===== src/rtl/elft_pkg.sv =====
// shared types, widths and constants of the element local frame transform
// used by elft_unit and element_local_frame_transform; no dependencies
`timescale 1ns / 1ps

package elft_pkg;

	localparam int unsigned MAX_NODES_DEF = 9;
	localparam int unsigned CW    = 32;
	localparam int unsigned DW    = 33;
	localparam int unsigned PW    = 66;
	localparam int unsigned AW    = 68;
	localparam int unsigned VW    = 64;
	localparam int unsigned NN_W  = 4;
	localparam int unsigned FRAC  = 30;

	// build steps of the frame
	localparam logic [1:0] BS_E1 = 2'd0;
	localparam logic [1:0] BS_E2 = 2'd1;
	localparam logic [1:0] BS_Z  = 2'd2;
	localparam logic [1:0] BS_Y  = 2'd3;

	typedef enum logic [2:0] {
		ST_IDLE, ST_PREP, ST_USTART, ST_UNIT, ST_CROSS, ST_XLOAD, ST_XFORM, ST_EMIT
	} elft_state_t;

	typedef enum logic [2:0] {
		U_IDLE, U_SHIFT, U_SQ, U_SQRT, U_DIVLD, U_DIV, U_DONE
	} elft_ustate_t;

	typedef struct packed {
		logic done;
		logic ok;
	} elft_ustat_t;

	typedef struct packed {
		logic [1:0] a;
		logic [1:0] b;
	} elft_xsel_t;

	// component pair of one cross product term, swapped for the subtracted term
	function automatic elft_xsel_t cross_sel(input logic [1:0] comp, input logic swap);
		elft_xsel_t s;
		unique case (comp)
			2'd0:    s = '{a: 2'd1, b: 2'd2};
			2'd1:    s = '{a: 2'd2, b: 2'd0};
			default: s = '{a: 2'd0, b: 2'd1};
		endcase
		if (swap) begin
			s = '{a: s.b, b: s.a};
		end
		return s;
	endfunction

endpackage


===== src/rtl/elft_unit.sv =====
// iterative vector normalizer: shift, sum of squares, square root, three divisions
// depends on elft_pkg
`timescale 1ns / 1ps

module elft_unit (
	input  logic                              clk,
	input  logic                              arst_n,
	input  logic                              start,
	input  logic signed [elft_pkg::VW-1:0]    vec [3],
	output elft_pkg::elft_ustat_t             stat,
	output logic signed [elft_pkg::CW-1:0]    unit [3]
);
	import elft_pkg::*;

	elft_ustate_t us_q, us_d;

	logic [VW-1:0]         m_q [3];
	logic [2:0]            neg_q;
	logic                  ok_q;
	logic [5:0]            cnt_q;
	logic [1:0]            idx_q;
	logic [2*FRAC-1:0]     prod_q;
	logic [VW-1:0]         ss_q;
	logic [VW-1:0]         sx_q;
	logic [VW-1:0]         sr_q;
	logic [VW-1:0]         sb_q;
	logic [CW-1:0]         rem_q;
	logic [CW-1:0]         lo_q;
	logic [CW-1:0]         quo_q;
	logic signed [CW-1:0]  u_q [3];

	logic [VW-1:0]         mag [3];
	logic                  zero;
	logic                  hi_any;
	logic                  lo_all;
	logic [FRAC-1:0]       sq_m;
	logic [VW-1:0]         sq_sum;
	logic [FRAC:0]         n;
	logic [FRAC-1:0]       dv_m;
	logic [2*FRAC:0]       num;
	logic [CW-1:0]         dv_t;
	logic                  dv_ge;
	logic [CW-1:0]         quo_n;

	always_comb begin
		for (int i = 0; i < 3; i++) begin
			mag[i] = vec[i][VW-1] ? (VW'(0) - vec[i]) : vec[i];
		end
		zero   = (vec[0] == '0) && (vec[1] == '0) && (vec[2] == '0);
		hi_any = (m_q[0][VW-1:FRAC] != '0) || (m_q[1][VW-1:FRAC] != '0)
			|| (m_q[2][VW-1:FRAC] != '0);
		lo_all = (m_q[0][VW-1:FRAC-1] == '0) && (m_q[1][VW-1:FRAC-1] == '0)
			&& (m_q[2][VW-1:FRAC-1] == '0);
		unique case (cnt_q[1:0])
			2'd0:    sq_m = m_q[0][FRAC-1:0];
			2'd1:    sq_m = m_q[1][FRAC-1:0];
			default: sq_m = m_q[2][FRAC-1:0];
		endcase
		sq_sum = sr_q + sb_q;
		n      = sr_q[FRAC:0];
		unique case (idx_q)
			2'd0:    dv_m = m_q[0][FRAC-1:0];
			2'd1:    dv_m = m_q[1][FRAC-1:0];
			default: dv_m = m_q[2][FRAC-1:0];
		endcase
		num   = {1'b0, dv_m, {FRAC{1'b0}}} + (2*FRAC+1)'(n[FRAC:1]);
		dv_t  = {rem_q[CW-2:0], lo_q[CW-1]};
		dv_ge = dv_t >= {1'b0, n};
		quo_n = {quo_q[CW-2:0], dv_ge};
	end

	always_comb begin
		us_d = us_q;
		unique case (us_q)
			U_IDLE: begin
				if (start) begin
					us_d = zero ? U_DONE : U_SHIFT;
				end
			end
			U_SHIFT: begin
				if (!hi_any && !lo_all) begin
					us_d = U_SQ;
				end
			end
			U_SQ: begin
				if (cnt_q == 6'd3) begin
					us_d = U_SQRT;
				end
			end
			U_SQRT: begin
				if (cnt_q == 6'd31) begin
					us_d = U_DIVLD;
				end
			end
			U_DIVLD: us_d = U_DIV;
			U_DIV: begin
				if (cnt_q == 6'd31) begin
					us_d = (idx_q == 2'd2) ? U_DONE : U_DIVLD;
				end
			end
			U_DONE:  us_d = U_IDLE;
			default: us_d = U_IDLE;
		endcase
	end

	always_ff @(posedge clk or negedge arst_n) begin
		if (!arst_n) begin
			us_q <= U_IDLE;
		end else begin
			us_q <= us_d;
		end
	end

	always_ff @(posedge clk) begin
		unique case (us_q)
			U_IDLE: begin
				if (start) begin
					for (int i = 0; i < 3; i++) begin
						m_q[i]   <= mag[i];
						neg_q[i] <= vec[i][VW-1];
					end
					ok_q  <= !zero;
					cnt_q <= '0;
					idx_q <= '0;
					ss_q  <= '0;
				end
			end
			U_SHIFT: begin
				if (hi_any) begin
					for (int i = 0; i < 3; i++) m_q[i] <= m_q[i] >> 1;
				end else if (lo_all) begin
					for (int i = 0; i < 3; i++) m_q[i] <= m_q[i] << 1;
				end
			end
			U_SQ: begin
				prod_q <= sq_m * sq_m;
				if (cnt_q != 6'd0) begin
					ss_q <= ss_q + VW'(prod_q);
				end
				if (cnt_q == 6'd3) begin
					sx_q  <= ss_q + VW'(prod_q);
					sr_q  <= '0;
					sb_q  <= VW'(1) << (VW - 2);
					cnt_q <= '0;
				end else begin
					cnt_q <= cnt_q + 6'd1;
				end
			end
			U_SQRT: begin
				if (sx_q >= sq_sum) begin
					sx_q <= sx_q - sq_sum;
					sr_q <= (sr_q >> 1) + sb_q;
				end else begin
					sr_q <= sr_q >> 1;
				end
				sb_q  <= sb_q >> 2;
				cnt_q <= (cnt_q == 6'd31) ? 6'd0 : cnt_q + 6'd1;
			end
			U_DIVLD: begin
				rem_q <= CW'(num[2*FRAC:CW]);
				lo_q  <= num[CW-1:0];
				quo_q <= '0;
				cnt_q <= '0;
			end
			U_DIV: begin
				rem_q <= dv_ge ? (dv_t - {1'b0, n}) : dv_t;
				lo_q  <= lo_q << 1;
				quo_q <= quo_n;
				if (cnt_q == 6'd31) begin
					u_q[idx_q] <= neg_q[idx_q] ? (CW'(0) - quo_n) : quo_n;
					idx_q      <= idx_q + 2'd1;
					cnt_q      <= '0;
				end else begin
					cnt_q <= cnt_q + 6'd1;
				end
			end
			default: begin
			end
		endcase
	end

	assign stat.done = (us_q == U_DONE);
	assign stat.ok   = ok_q;
	assign unit      = u_q;

endmodule


===== config.mk =====
export PLATFORM = sky130hd
export DESIGN_NAME = elft_unit
export DESIGN_NICKNAME = d
export VERILOG_FILES = /design/src/rtl/elft_pkg.sv /design/src/rtl/elft_unit.sv
export SDC_FILE = /design/constraint.sdc
export NUM_CORES = 2
export LEC_CHECK = 0
export BUFFER_PORTS_ARGS = -buffer_cell sky130_fd_sc_hd__buf_2
export CAP_MARGIN = 5
export CORE_AREA = 2 2 567 513
export DETAILED_ROUTE_END_ITERATION = 8
export DIE_AREA = 0 0 569 515
export PLACE_DENSITY = 0.4
export SYNTH_ARGS = -nofsm -noshare
export SYNTH_HDL_FRONTEND = slang
export SYNTH_SLANG_ARGS = --single-unit

===== constraint.sdc =====
create_clock -name clk -period 18.2 [get_ports clk]
set_input_delay 0.91 -clock clk [delete_from_list [all_inputs] [get_ports clk]]
set_output_delay 0.91 -clock clk [all_outputs]
set_load 0.01 [all_outputs]

==> out/results.tsv <==
metric	value	unit
status	finished clean	
cap_viol_max_count	0	
cts_tree	yes	
worst-r2r-setup-slack	6770	ps
worst_pin_slew	1320	ps
yosysMostFrequentCell	inv_1	
max_stage_delay	810	ps
dp_cells	11500	
rr_worst_depth	33	
timing.critical_path.from_type	flip-flop	
core	287000	um^2
grt_pass1_vias	57800	
startpoint	cnt_q[0]	
cp_num_cells	33	
dieArea	293000	um^2
layout.nets	9198	
powerDensity	44.8	nW/um^2
cts.sinks	680	
synth.area.top_cells	edfxtp_1 (28%), fa_1 (20%), ha_1 (8.5%)	
num_vias	57300	
gr-total-overflow	0	
ys_ff_latch	680	
grt_util_all_layers	17.3	%
place.gp.congestion	0.870	
critPathCapture	prod_q[58]	
netlist.top_cell.by_area	edfxtp_1	
start_util	24.9	%
hold_viol	0	
fin_ws	6770	ps
timing.fmax	87.5	MHz
ant_nets	0	
drive_gt1_share	7.77	%
clk_path_buf_depth	3	
crit_family	adder cells	
synthTopCellsByCount	inv_1 (1021), nand2_1 (764), nor2_1 (737)	
dp_slack	6870	ps
cp.arrival	11850	ps
cp-end-kind	flip-flop	
insertion_delay	700	ps
synth_area	71400	um^2
ys.flop_type	edfxtp_1	
path_buf_inv	10	
synth_top_area_share	28.5	%
reg2reg_from	cnt_q[0]	
rsz0062_at_grt	false	
yosysSeqAreaShare	28.6	%
grt_antenna_before_repair	18	
drt_first_pass_iters	6	
hp-class	reg2reg	
drt_wl_total	258000	um
netlist_instances	7704	
wl_per_cell	22.1	um
cts_setup_buffers	0	
clock_skew	49.8	ps
dp_hpwl	205000	um
worst_ir_drop_vdd	60.7	uV
grt_max_degree	112	
period_minus_slack	11430	ps
cp.required	18620	ps
fin_cells	11700	
synth_cell_type_count	82	
ys_warn_count	0	
syn2layout_area_growth	11.8	%
dieHeight	515	um
finish.utilization	27.8	%
syn_avg_cell_area	9.27	um^2
syn_nets	9080	
synth-edff-count	677	
port_buffers	292	
hold_ws	490	ps
grt_pass1_wl	385000	um
h-tree-depth	3	
final_max_slew_viol_count	0	
cts_made_buffers	82	
cp_common_cell	fa_1	
r2r-end	prod_q[58]	
async_flop_share	0.441	%
critical_path_class	reg2reg	
final.setup.tns	0	ps
drc_errors	0	
die_w	569	um
root_buffer	clkbuf_16	
ios	293	
vias_per_cell	4.91	
slew_headroom	11.5	%
finalSetupViolCount	0	
slowest_stage	inv_1	
cp_max_fo	32	
clk_pin_slew	60	ps
fin_crit_sh	62.8	%
detail_route.iter0.violations	4823	
leakage	33.7	nW
rows	187	
[through the flow]
stage	cell area (um^2)	total power, W
3_5_place_dp	77100	0.00189
5_1_grt	79800	0.00370
3_3_place_gp	77100	0.00189
2_1_floorplan	71400	0.00183
4_1_cts	79800	0.00363
6_report	79800	0.00358
[logic make-up after synthesis]
kind of cell | count (synthesis) | synth area share (%)
AO/OA/AOI/OAI | 1702 | 15.2
XOR/XNOR | 540 | 6.62
adder cells (fa/ha/maj) | 1181 | 28.0
buffers and inverters | 1377 | 7.26
flip-flops | 680 | 28.6
multiplexers | 20 | 0.287
AND/OR/NAND/NOR | 2204 | 14.1
[worst min-delay path by stage]
stage | startpoint | to | slack [ps] | cells after the start
floorplan | lo_q[9] | lo_q[10] | 500 | 2
global placement | lo_q[11] | lo_q[12] | 500 | 2
detailed placement | lo_q[9] | lo_q[10] | 510 | 2
CTS | lo_q[8] | lo_q[9] | 480 | 2
global route | lo_q[8] | lo_q[9] | 530 | 2
finish | lo_q[8] | lo_q[9] | 490 | 2
[cells in the final DEF (no fill, tap or decap), types with 98 or more instances in the layout]
cell      Yosys  layout
nor2_1      737     733
a31oi_1     101     101
xor2_1      321     321
and3_1      104     103
a21oi_1     421     410
buf_2         1     292
o21ai_0     427     426
a21o_1      151     150
ha_1        484     484
nand2_1     764     762
nand4_1      98      98
inv_1      1021    1020
edfxtp_1    677     677
fa_1        697     697
xnor2_1     219     219
a211oi_1    155     155
[routing by layer]
layer / wire (um) / GRT usage [%] / share of wire [%] / vias up
met5: 8 / 0 / 0.0031 / -
met4: 4770 / 3.35 / 1.9 / 2
met3: 14000 / 2.32 / 5.4 / 227
met2: 111000 / 26.2 / 43 / 1502
met1: 128000 / 26.1 / 50 / 28900
li1: - / - / - / 26700
[final cells by class]
class | instances | area [um^2]
fillers | 30600 | 207000
multi-input cells | 5647 | 46000
flip-flops and latches | 680 | 20400
well taps | 3780 | 4730
inverters | 1030 | 3870
repair buffers | 381 | 2130
clock buffers | 93 | 2110
clock inverters | 55 | 593
diodes | 8 | 20.0
[flip-flops by register name, indices dropped and copies added, names as in the netlist]
signal,flops
sb_q,32
us_q,3
neg_q,3
unit,96
ss_q,64
prod_q,59
idx_q,2
cnt_q,6
sr_q,64
quo_q,31
m_q,192
ok_q,1
rem_q,31
lo_q,32
sx_q,64
[worst reg2reg max path: cells and delay by family, from the launching register on]
family	cells	cell delay (ps)
simple gates	4	1310
mux	1	140
flops	1	440
compound gates	8	2530
buf+inv	10	2100
fa+ha+maj	10	4670
[what timing repair did]
item / in CTS / in global routing
resized for setup: 0 / 0
hold buffers: 1 / 0
endpoints found under the setup margin: 0 / 0
hold endpoints to repair: 3 / 0
[power breakdown]
part / internal [W] / switching [W]
Sequential: 0.00171 / 0
Clock: 0.000970 / 0.000742
Combinational: 0.0000637 / 0.0000906
(Power assumes the default switching activity.)
